--- src/edd_pkg.sv ---
// Shared types, constants and arithmetic helpers of the error diffusion dither.
`default_nettype none

package edd_pkg;

    // Default line store depth.
    localparam int MAX_WIDTH_DEF = 1024;

    // Channel arithmetic.
    localparam int PIX_W      = 8;
    localparam int ERR_W      = 9;
    localparam int RECIP_W    = 26;
    localparam int RECIP_SHIFT = 25;

    // Configuration port.
    localparam int CFG_IDX_W  = 2;
    localparam int CFG_DATA_W = 11;
    localparam logic [CFG_IDX_W-1:0] CFG_COLOR_BITS    = 2'd0;
    localparam logic [CFG_IDX_W-1:0] CFG_LINE_WIDTH    = 2'd1;
    localparam logic [CFG_IDX_W-1:0] CFG_DITHER_ENABLE = 2'd2;

    typedef struct packed {
        logic [7:0] in_blue;
        logic [7:0] in_green;
        logic [7:0] in_red;
        logic       frame_start;
    } t_pix_in;

    typedef struct packed {
        logic [7:0] out_blue;
        logic [7:0] out_green;
        logic [7:0] out_red;
        logic       line_end;
    } t_pix_out;

    typedef enum logic [2:0] {
        S_CLR,
        S_IDLE,
        S_Q1,
        S_Q2,
        S_Q3,
        S_WR2
    } t_state;

    // Stage controls handed from the sequencer to each channel.
    typedef struct packed {
        logic clr;
        logic ld_q1;
        logic ld_q2;
        logic commit;
        logic last;
        logic dither;
        logic use_row;
    } t_chan_ctl;

    // ceil(2^RECIP_SHIFT / (2^bits - 1)) for bits 1..8.
    function automatic logic [RECIP_W-1:0] recip_of(input logic [3:0] bits);
        logic [RECIP_W-1:0] r;
        case (bits)
            4'd1:    r = 26'd33554432;
            4'd2:    r = 26'd11184811;
            4'd3:    r = 26'd4793491;
            4'd4:    r = 26'd2236963;
            4'd5:    r = 26'd1082402;
            4'd6:    r = 26'd532611;
            4'd7:    r = 26'd264209;
            default: r = 26'd131587;
        endcase
        return r;
    endfunction

    // (e * w) / 16 with truncation toward zero.
    function automatic logic signed [ERR_W-1:0] wdiv16(input logic signed [ERR_W-1:0] e,
                                                      input logic [3:0] w);
        logic signed [13:0] p;
        p = 14'(e) * 14'($signed({1'b0, w}));
        if (p < 0) begin
            p = p + 14'sd15;
        end
        return ERR_W'(p >>> 4);
    endfunction

endpackage

`default_nettype wire

--- src/edd_chan.sv ---
// One color channel: error add and clamp, quantizer and error split.
`default_nettype none

module edd_chan (
    input  logic                                 i_clk,
    input  logic                                 i_rst_n,
    input  edd_pkg::t_chan_ctl                   i_ctl,
    input  logic [edd_pkg::PIX_W-1:0]            i_pixel,
    input  logic [edd_pkg::ERR_W-1:0]            i_row_err,
    input  logic [edd_pkg::PIX_W-1:0]            i_levels,
    input  logic [edd_pkg::RECIP_W-1:0]          i_recip,
    output logic [edd_pkg::PIX_W-1:0]            o_quant,
    output logic [edd_pkg::ERR_W-1:0]            o_left_err,
    output logic [edd_pkg::ERR_W-1:0]            o_col_err
);
    import edd_pkg::*;

    logic signed [ERR_W-1:0] r_right;
    logic signed [ERR_W-1:0] r_diag;
    logic signed [ERR_W-1:0] r_corner;
    logic [PIX_W-1:0]        r_v;
    logic [15:0]             r_vl;
    logic [41:0]             r_prod;

    logic signed [10:0]      pend;
    logic signed [10:0]      sum;
    logic [PIX_W-1:0]        clamped;
    logic [PIX_W-1:0]        v_sel;
    logic [15:0]             lvl_num;
    logic [16:0]             lvl_tmp;
    logic [PIX_W-1:0]        level;
    logic [15:0]             scaled;
    logic signed [ERR_W-1:0] err;
    logic signed [ERR_W-1:0] w7;
    logic signed [ERR_W-1:0] w5;
    logic signed [ERR_W-1:0] w3;
    logic signed [ERR_W-1:0] w1;

    // First stage: add pending error and clamp once.
    always_comb begin
        pend = (i_ctl.use_row ? 11'($signed(i_row_err)) : 11'sd0) + 11'(r_right);
        sum  = $signed({3'b000, i_pixel}) + pend;
        if (sum < 0) begin
            clamped = '0;
        end else if (sum > 11'sd255) begin
            clamped = 8'd255;
        end else begin
            clamped = sum[7:0];
        end
        v_sel = i_ctl.dither ? clamped : i_pixel;
    end

    // Second stage: level = (v*L + 127) / 255, then level*255 times 1/L.
    always_comb begin
        lvl_num = r_vl + 16'd127;
        lvl_tmp = {1'b0, lvl_num} + 17'(lvl_num >> 8) + 17'd1;
        level   = lvl_tmp[15:8];
        scaled  = {level, 8'h00} - {8'h00, level};
    end

    // Third stage: error and its four weighted shares.
    always_comb begin
        o_quant = r_prod[RECIP_SHIFT+PIX_W-1:RECIP_SHIFT];
        err = i_ctl.dither ? ($signed({1'b0, r_v}) - $signed({1'b0, o_quant})) : '0;
        w7  = wdiv16(err, 4'd7);
        w5  = wdiv16(err, 4'd5);
        w3  = wdiv16(err, 4'd3);
        w1  = wdiv16(err, 4'd1);
        o_left_err = r_diag + w3;
        o_col_err  = r_corner + w5;
    end

    always_ff @(posedge i_clk) begin
        if (i_ctl.ld_q1) begin
            r_v  <= v_sel;
            r_vl <= 16'(v_sel) * 16'(i_levels);
        end
        if (i_ctl.ld_q2) begin
            r_prod <= 42'(scaled) * 42'(i_recip);
        end
    end

    always_ff @(posedge i_clk) begin
        if (!i_rst_n || i_ctl.clr) begin
            r_right  <= '0;
            r_diag   <= '0;
            r_corner <= '0;
        end else if (i_ctl.commit) begin
            if (i_ctl.last) begin
                r_right  <= '0;
                r_diag   <= '0;
                r_corner <= '0;
            end else begin
                r_right  <= w7;
                r_diag   <= o_col_err;
                r_corner <= w1;
            end
        end
    end

endmodule

`default_nettype wire

--- config.mk ---
export PLATFORM = sky130hd
export DESIGN_NAME = edd_chan
export DESIGN_NICKNAME = d
export VERILOG_FILES = /design/src/edd_pkg.sv /design/src/edd_chan.sv
export SDC_FILE = /design/constraint.sdc
export NUM_CORES = 1
export LEC_CHECK = 0
export ABC_CLOCK_PERIOD_IN_PS = 12640
export BUFFER_PORTS_ARGS = -buffer_cell sky130_fd_sc_hd__buf_2
export CORE_MARGIN = 2
export CORE_UTILIZATION = 55
export DETAILED_ROUTE_END_ITERATION = 12
export PLACE_DENSITY_LB_ADDON = 0.2
export SYNTH_ARGS = -nofsm -noshare
export SYNTH_HDL_FRONTEND = slang
export SYNTH_SLANG_ARGS = --single-unit
--- constraint.sdc ---
create_clock -name i_clk -period 12.64 [get_ports i_clk]
set_input_delay 2.528 -clock i_clk [delete_from_list [all_inputs] [get_ports i_clk]]
set_output_delay 2.528 -clock i_clk [all_outputs]
set_load 0.01 [all_outputs]
==> impl_metrics.json, run 1 <==
{
  "outcome": "completed",
  "synth-edff-count": 32,
  "cts_tree": "yes",
  "max_slew_margin_pct": 25.7,
  "synthTopCellsByCount": "inv_1, nand2_1, fa_1, ha_1, and2_1",
  "clk_pin_slew_worst_paths_ps": 70,
  "wirelength_um": 48000,
  "cpPeakStageDelay_ps": 540,
  "clkSinkCount": 56,
  "min_path_cells": 2,
  "worstHoldStart": "r_right[1]",
  "grt_pass1_vias": 16237,
  "hp-class": "reg2reg",
  "setup_viol": 0,
  "viasPerCell": 5.46,
  "clockRootBuffer": "clkbuf_16",
  "drt_iter0_drc": 865,
  "ff2ff_setup_slack_ps": 950,
  "timing.fmax_ghz": 0.0856,
  "die_x_um": 192,
  "fin_tns_setup_ps": 0,
  "fin_crit_ps": 11690,
  "initial_core_util_pct": 56.1,
  "syn_area_mm2": 0.0195,
  "critPathArrivalTime_ps": 11730,
  "dpl_cell_area_mm2": 0.0205,
  "hold_ws_ps": 467,
  "grt_overflow": 0,
  "r2r_cells": 42,
  "worst_path_most_repeated_cell": "fa_1",
  "final_cells": 2793,
  "max-cap-violations": 0,
  "rr_startpoint": "r_vl[0]",
  "hold_violations": 0,
  "cts-hold-fix-buffers": 0,
  "syn_nets": 2903,
  "crit_start": "r_vl[0]",
  "avgSynthCellArea_um2": 8.51,
  "slew_viol_final": 0,
  "start_kind": "register",
  "grtUsageTotal_pct": 27.9,
  "holdPathEnd": "r_right[1]",
  "fin_crit_sh_pct": 92.5,
  "cts_buffer_depth": 2,
  "synth-seq-area-share_pct": 7.40,
  "synth_ff_type": "edfxtp_1",
  "synth_top_area_share_pct": 36.6,
  "routabilityCongestion": 0.916,
  "dr_total_vias": 15240,
  "rows": 68,
  "wl_per_cell_um": 17.2,
  "final_net_count": 2948,
  "grt_max_degree": 27,
  "cp.required_ps": 12680,
  "dieArea_mm2": 0.0370,
  "synth-async-reset-ratio_pct": 0,
  "cts_inserted_buffers": 5,
  "rsz0062_at_grt": "no",
  "critical_path.max_fanout": 15,
  "ys_ff_latch": 56,
  "end_kind": "register",
  "core_area_mm2": 0.0347,
  "yosysUniqueCellTypes": 75,
  "post-dp-hpwl_um": 39000,
  "drc": 0,
  "fill_cells": 3100,
  "antenna_found_initial": 3,
  "final_area_mm2": 0.0206,
  "drtPass1Iterations": 5,
  "r2r_end": "r_prod[32]",
  "drive_gt1_share_pct": 6.08,
  "yosys-top-cells-area": "fa_1, ha_1, inv_1, nand2_1, edfxtp_1",
  "cp_slowest_cell": "fa_1",
  "synth_top_area_cell": "fa_1",
  "htree_levels": 2,
  "yosysMostFrequentCell": "inv_1",
  "insertion_delay_ps": 310,
  "finClkSkew_ps": 10.4,
  "dpl.cell_count": 2782,
  "yosys_warnings": 0,
  "worst_path_dominant_cell_family": "adder cells",
  "path_class": "reg2reg",
  "ant_nets": 0,
  "syn-instance-count": 2289,
  "areaGrowthSynthToFinish_pct": 5.93,
  "ios": 86,
  "cp_num_buf_inv": 6,
  "worstMarginPinSlew_ps": 1110,
  "die_y_um": 192,
  "port-buffer-count": 85,
  "grt_pass1_wl_um": 80800
}
[sequential cells by signal, indices dropped and copies added (netlist names)]
name / flops
r_vl: 16
r_diag: 9
r_right: 9
r_prod: 8
r_v: 8
r_corner: 6
[through the flow]
step                util [%]  setup WS, ps
floorplan                  -          1730
global placement        59.0          1020
detailed placement      59.0           654
CTS                     59.4           642
global route            59.5          72.7
finish                  59.5           954
[layout make-up]
| class | instances | area, um^2 | share of cell area (%) |
|---|---|---|---|
| antenna | 3 | 7.51 | 0.0364 |
| clock buffer | 6 | 139 | 0.673 |
| clock inverter | 2 | 12.5 | 0.0606 |
| inverter | 520 | 1950 | 9.46 |
| multi-input combinational | 1645 | 15900 | 77.1 |
| sequential | 56 | 1440 | 6.98 |
| tap | 455 | 569 | 2.76 |
| timing repair buffer | 106 | 608 | 2.95 |
[timing repair]
item | CTS | global route
endpoints found under the hold margin | 0 | 0
setup buffers | 0 | 0
endpoints found under the setup margin | 0 | 2
resized for setup | 0 | 2
[kinds of logic after synthesis]
logic type	Yosys count	share of synthesized area, %
and+or+nand+nor	696	17.0
buffers and inverters	588	11.4
adders and majority gates	554	49.3
AOI/OAI and AO/OA	260	8.71
xor gates and xnor gates	124	5.68
DFF	56	7.40
muxes	11	0.571
[worst max path at each step]
stage,end,cells after the start
after global placement,r_prod[32],41
after CTS,r_prod[32],43
after global routing,r_prod[32],42
final,r_prod[32],42
after detailed placement,r_prod[32],43
after floorplan,r_prod[32],44
[metal layers]
layer	GRT usage (%)	wire length, um
met5	0	0
met4	9.04	1480
met3	3.42	2910
met2	49.1	23900
met1	35.6	19700
[worst reg2reg max path: cells and delay by family, from the launching register on]
family          cells  cell delay [ps]
xor+xnor            4             1410
flops               1              480
compound gates     13             2640
simple gates        8             1670
mux                 1              110
buf+inv             6              790
fa+ha+maj          10             4360
[placed cells by master, fill, tap and decap left out, types with 4 or more instances in the layout]
master,netlist,routed
o211ai_1,10,10
nand2_1,364,364
clkbuf_16,0,5
a211oi_1,8,8
a21o_1,24,24
xnor2_1,91,86
xor2_1,31,30
ha_1,198,197
mux2i_1,10,10
a21boi_0,7,7
xnor2_2,1,4
nor2_1,56,56
inv_1,520,520
o2111ai_1,4,4
nand3_1,25,25
nand2b_1,9,9
o21a_1,10,10
a21oi_1,77,76
dfxtp_1,24,24
o21ai_1,9,9
edfxtp_1,32,32
buf_2,0,85
fa_1,356,356
buf_4,1,19
nor2b_1,37,37
o21bai_1,18,18
a31oi_1,15,14
and2_1,138,138
or3_1,6,6
nand4_1,10,10
o21ai_0,43,43
and3_1,16,16
nor3_1,14,14
Power of run 1 is not shown: default switching activity piles up to over one toggle a cycle in this logic, so the estimate is an artifact.
==> run 2, diff against run 1 <==
CORE_UTILIZATION = 65   (was 55)
==> run 2 against run 1 <==
Non-clock buffer count down 3. First-iteration DRC count up 22%. Sequential cell count unchanged.
==> impl_metrics.json, run 2 (synthesized netlist as in run 1, its figures left out) <==
{
  "outcome": "completed",
  "ant_nets": 0,
  "clockRootBuffer": "clkbuf_16",
  "antenna_found_initial": 2,
  "die_y_um": 177,
  "rr_startpoint": "r_vl[3]",
  "worstHoldStart": "r_right[1]",
  "min_path_cells": 2,
  "port-buffer-count": 85,
  "worst_path_dominant_cell_family": "adder cells",
  "clk_pin_slew_worst_paths_ps": 80,
  "dr_total_vias": 15517,
  "insertion_delay_ps": 310,
  "viasPerCell": 5.70,
  "grtUsageTotal_pct": 32.1,
  "rows": 63,
  "critPathArrivalTime_ps": 11760,
  "critical_path.max_fanout": 15,
  "routabilityCongestion": 0.934,
  "cts_inserted_buffers": 5,
  "fin_crit_ps": 11710,
  "cp_slowest_cell": "fa_1",
  "drtPass1Iterations": 5,
  "post-dp-hpwl_um": 38400,
  "slew_viol_final": 0,
  "hold_violations": 0,
  "cts_tree": "yes",
  "final_cell_mix": "inv_1, nand2_1, fa_1",
  "hold_ws_ps": 468,
  "r2r_end": "r_prod[32]",
  "cts_resized": 0,
  "worstMarginPinSlew_ps": 1290,
  "dpl_worst_slack_ps": 506,
  "fin_crit_sh_pct": 92.6,
  "start_kind": "register",
  "layout_commonest_cell": "inv_1",
  "areaGrowthSynthToFinish_pct": 5.28,
  "drt_iter0_drc": 1056,
  "holdPathEnd": "r_right[1]",
  "setup_viol": 0,
  "clkSinkCount": 56,
  "fill_cells": 2425,
  "regMostFlops": "r_vl",
  "grt_pass1_vias": 16272,
  "core_area_mm2": 0.0296,
  "drive_gt1_share_pct": 5.96,
  "final_area_mm2": 0.0205,
  "largest_reg_flops": 16,
  "final_net_count": 2945,
  "dpl_cell_area_mm2": 0.0204,
  "cts_buffer_depth": 2,
  "grt_max_degree": 27,
  "max-cap-violations": 0,
  "dieArea_mm2": 0.0314,
  "cp.required_ps": 12690,
  "worst_path_most_repeated_cell": "fa_1",
  "cts-hold-fix-buffers": 0,
  "worst_slack_ps": 930,
  "wl_per_cell_um": 17.6,
  "ff2ff_setup_slack_ps": 930,
  "hp-class": "reg2reg",
  "postCtsSetupRepairBufs": 0,
  "timing.fmax_ghz": 0.0854,
  "rsz0062_at_grt": "no",
  "finClkSkew_ps": 15.8,
  "grt_overflow": 0,
  "max_slew_margin_pct": 14.0,
  "drc": 0,
  "ios": 86,
  "die_x_um": 177,
  "grt_pass1_wl_um": 79500,
  "htree_levels": 2,
  "cp_num_buf_inv": 5,
  "initial_core_util_pct": 65.9,
  "r2r_cells": 42,
  "wirelength_um": 47800,
  "cpPeakStageDelay_ps": 560,
  "fin_tns_setup_ps": 0,
  "end_kind": "register",
  "reg.largest.list": "r_vl x16, r_diag x9, r_right x9",
  "path_class": "reg2reg"
}
[run 2: layer usage]
layer	vias up	GRT usage, %	routed length [um]
met5	-	0	12
met1	7671	40.0	18600
met4	2	11.7	1860
met2	618	57.0	24000
li1	7095	-	-
met3	131	4.25	3310
[run 2: how the worst max path moves through the flow]
stage / endpoint / cells after the start / startpoint
final: r_prod[32] / 42 / r_vl[3]
after CTS: r_prod[32] / 43 / r_vl[0]
after global routing: r_prod[32] / 42 / r_vl[3]
after global placement: r_prod[32] / 43 / r_vl[0]
after detailed placement: r_prod[32] / 43 / r_vl[0]
after floorplan: r_prod[32] / 44 / r_vl[0]
[run 2: cell type report]
cell class / instances / area (um^2) / share of cell area (%)
multi-input combinational: 1645 / 15900 / 77.7
inverter: 520 / 1950 / 9.51
sequential: 56 / 1440 / 7.03
timing repair buffer: 103 / 561 / 2.73
tap: 390 / 488 / 2.38
clock buffer: 5 / 125 / 0.610
clock inverter: 3 / 13.8 / 0.0671
antenna: 1 / 2.50 / 0.0122
[run 2: per-stage QoR]
stage,cells,util [%]
6_report,2723,69.4
2_1_floorplan,2289,-
4_1_cts,2722,69.3
3_3_place_gp,2714,68.9
3_5_place_dp,2714,68.9
5_1_grt,2723,69.4
[run 2: worst min-delay path, stage by stage, from the launching register on]
cell     delay (ps)
dfxtp_1         330
nand2_1          40
o21ai_0          60
Power of run 2 is left out for the same reason.
==> run 3, diff against run 2 <==
ABC_AREA = 1   (was default)
==> run 3 against run 2 <==
Non-clock buffer count decreased by 13. Hold slack gained 4.1 ps. Global-route usage increased by 1.1 points. Clock skew up 3.7 ps. Wire length up 7.4%. Critical path depth is 14 lower. Cell count is 14% higher. First-iteration DRC count up 20%. Via count increased by 11%. Count of clock-buffer cells in the layout rose by 1. Critical endpoint is now o_col_err[8].
==> impl_metrics.json, run 3 <==
{
  "syn_area_mm2": 0.0201,
  "yosysUniqueCellTypes": 50,
  "synth_top_area_share_pct": 35.5,
  "antenna_found_initial": 1,
  "synth-async-reset-ratio_pct": 0,
  "grt_max_degree": 26,
  "setup_viol": 0,
  "fin_tns_setup_ps": 0,
  "multi_input_area_mm2": 0.0159,
  "synth_ff_type": "edfxtp_1",
  "final_net_count": 3314,
  "hp-class": "reg2reg",
  "dr_total_vias": 17185,
  "clk_pin_slew_worst_paths_ps": 80,
  "port-buffer-count": 85,
  "fin_crit_ps": 10190,
  "clkSinkCount": 56,
  "cts_resized": 0,
  "die_x_um": 180,
  "worst_path_dominant_cell_family": "buffers and inverters",
  "grt_pass1_vias": 18115,
  "yosysMostFrequentCell": "inv_1",
  "register_area_mm2": 0.00144,
  "cp_num_buf_inv": 8,
  "avgSynthCellArea_um2": 7.54,
  "slew_viol_final": 0,
  "synthTopCellsByCount": "inv_1, nand2_1, fa_1, nor2_1, ha_1",
  "cts_inserted_buffers": 5,
  "grtUsageMet3_pct": 4.42,
  "cts-hold-fix-buffers": 0,
  "worstMarginPinSlew_ps": 1090,
  "areaGrowthSynthToFinish_pct": 4.40,
  "rsz0062_at_grt": "no",
  "post-dp-hpwl_um": 42500,
  "diodes": 0,
  "critPathArrivalTime_ps": 7660,
  "drc": 0,
  "critical_path.max_fanout": 15,
  "start_kind": "input port",
  "insertion_delay_ps": 310,
  "grtUsageTotal_pct": 33.2,
  "largest_reg_flops": 16,
  "grt.busiest_layer": "met2",
  "wirelength_um": 51400,
  "syn_nets": 3279,
  "drive_gt1_share_pct": 6.78,
  "cp_slowest_cell": "inv_1",
  "rows": 64,
  "viasPerCell": 5.55,
  "layout_commonest_cell": "inv_1",
  "grt_overflow": 0,
  "final_cell_mix": "inv_1, nand2_1, fa_1",
  "regMostFlops": "r_vl",
  "wl_per_cell_um": 16.6,
  "worst_path_most_repeated_cell": "inv_1",
  "hold_violations": 0,
  "path_class": "in2out",
  "drtPass1Iterations": 7,
  "cpPeakStageDelay_ps": 490,
  "max_slew_margin_pct": 27.4,
  "synth-edff-count": 32,
  "fin_crit_sh_pct": 80.6,
  "reg.largest.list": "r_vl x16, r_diag x9, r_right x9",
  "fill_cells": 2606,
  "htree_levels": 2,
  "yosys-top-cells-area": "fa_1, inv_1, ha_1, nand2_1, edfxtp_1",
  "max-cap-violations": 0,
  "end_kind": "output port",
  "drt_iter0_drc": 1272,
  "postCtsSetupRepairBufs": 0,
  "initial_core_util_pct": 65.9,
  "synth_top_area_cell": "fa_1",
  "grt_use_met1_pct": 42.3,
  "worst_slack_ps": 2450,
  "ys_ff_latch": 56,
  "cp.required_ps": 10110,
  "die_y_um": 180,
  "finClkSkew_ps": 19.5,
  "core_area_mm2": 0.0305,
  "use_met2_pct": 57.3,
  "ant_nets": 0,
  "grt_pass1_wl_um": 87100,
  "synth-seq-area-share_pct": 7.17,
  "cts_tree": "yes",
  "outcome": "completed",
  "cts_buffer_depth": 2,
  "timing.fmax_ghz": 0.0982,
  "syn-instance-count": 2665,
  "clockRootBuffer": "clkbuf_16",
  "dpl_worst_slack_ps": 2520,
  "yosys_warnings": 0,
  "dieArea_mm2": 0.0323,
  "ios": 86,
  "routabilityCongestion": 0.957
}
-- run 3: cell count changes after synthesis, moves of 24 or more --
cell,before,now
nor2_1,56,224
nand3_1,25,87
xnor2_1,91,23
nand2_1,364,593
xor2_1,31,61
nand2_2,0,24
and2_1,138,2
nor2b_1,37,0
inv_1,520,665
a21oi_1,77,107
-- run 3: metal layers --
layer | vias to the layer above | part of all wire [%]
li1 | 7993 | -
met1 | 8321 | 40
met2 | 720 | 49
met3 | 149 | 7.5
met4 | 2 | 4.2
met5 | - | 0.025
-- run 3: cell type report --
class	instances	share of cell area, %
Clock buffer	6	0.620
Inverter	682	12.2
Timing Repair Buffer	90	2.21
Multi-Input combinational cell	1865	75.6
Tap cell	396	2.36
Clock inverter	2	0.167
Sequential cell	56	6.87
-- run 3: path summary, 6_finish.rpt --
kind              start            to  slack [ps]  depth (start not counted)
max            i_ctl[1]  o_col_err[8]        2450                         28
min          r_right[1]    r_right[1]         470                          2
max reg2reg     r_vl[0]    r_prod[32]        2650                         43
min reg2reg  r_right[1]    r_right[1]         470                          2
-- run 3: tightest hold or removal path, stage by stage (launching register included) --
cell and delay, ps:
dfxtp_1 310, nand2_1 60, a21oi_1 50
-- run 3: stage by stage --
step           utilization [%]  hold WS (ps)  cell area [um^2]  instances
6_report                  68.8           473             21000       3097
3_3_place_gp              68.2           459             20800       3089
2_1_floorplan                -           445             20100       2665
5_1_grt                   68.8           502             21000       3097
3_5_place_dp              68.2           464             20800       3089
4_1_cts                   68.8           475             21000       3097
-- run 3: logic make-up (layout without fill, tap and decap cells) --
kind of cell	after synthesis	after routing	share of synthesized area [%]
compound gates	205	205	5.65
xor+xnor	86	86	3.82
buf+inv	744	780	13.9
simple gates	1020	1020	21.6
fa+ha+maj	554	554	47.8
flops	56	56	7.17
Power of run 3 is left out for the same reason.
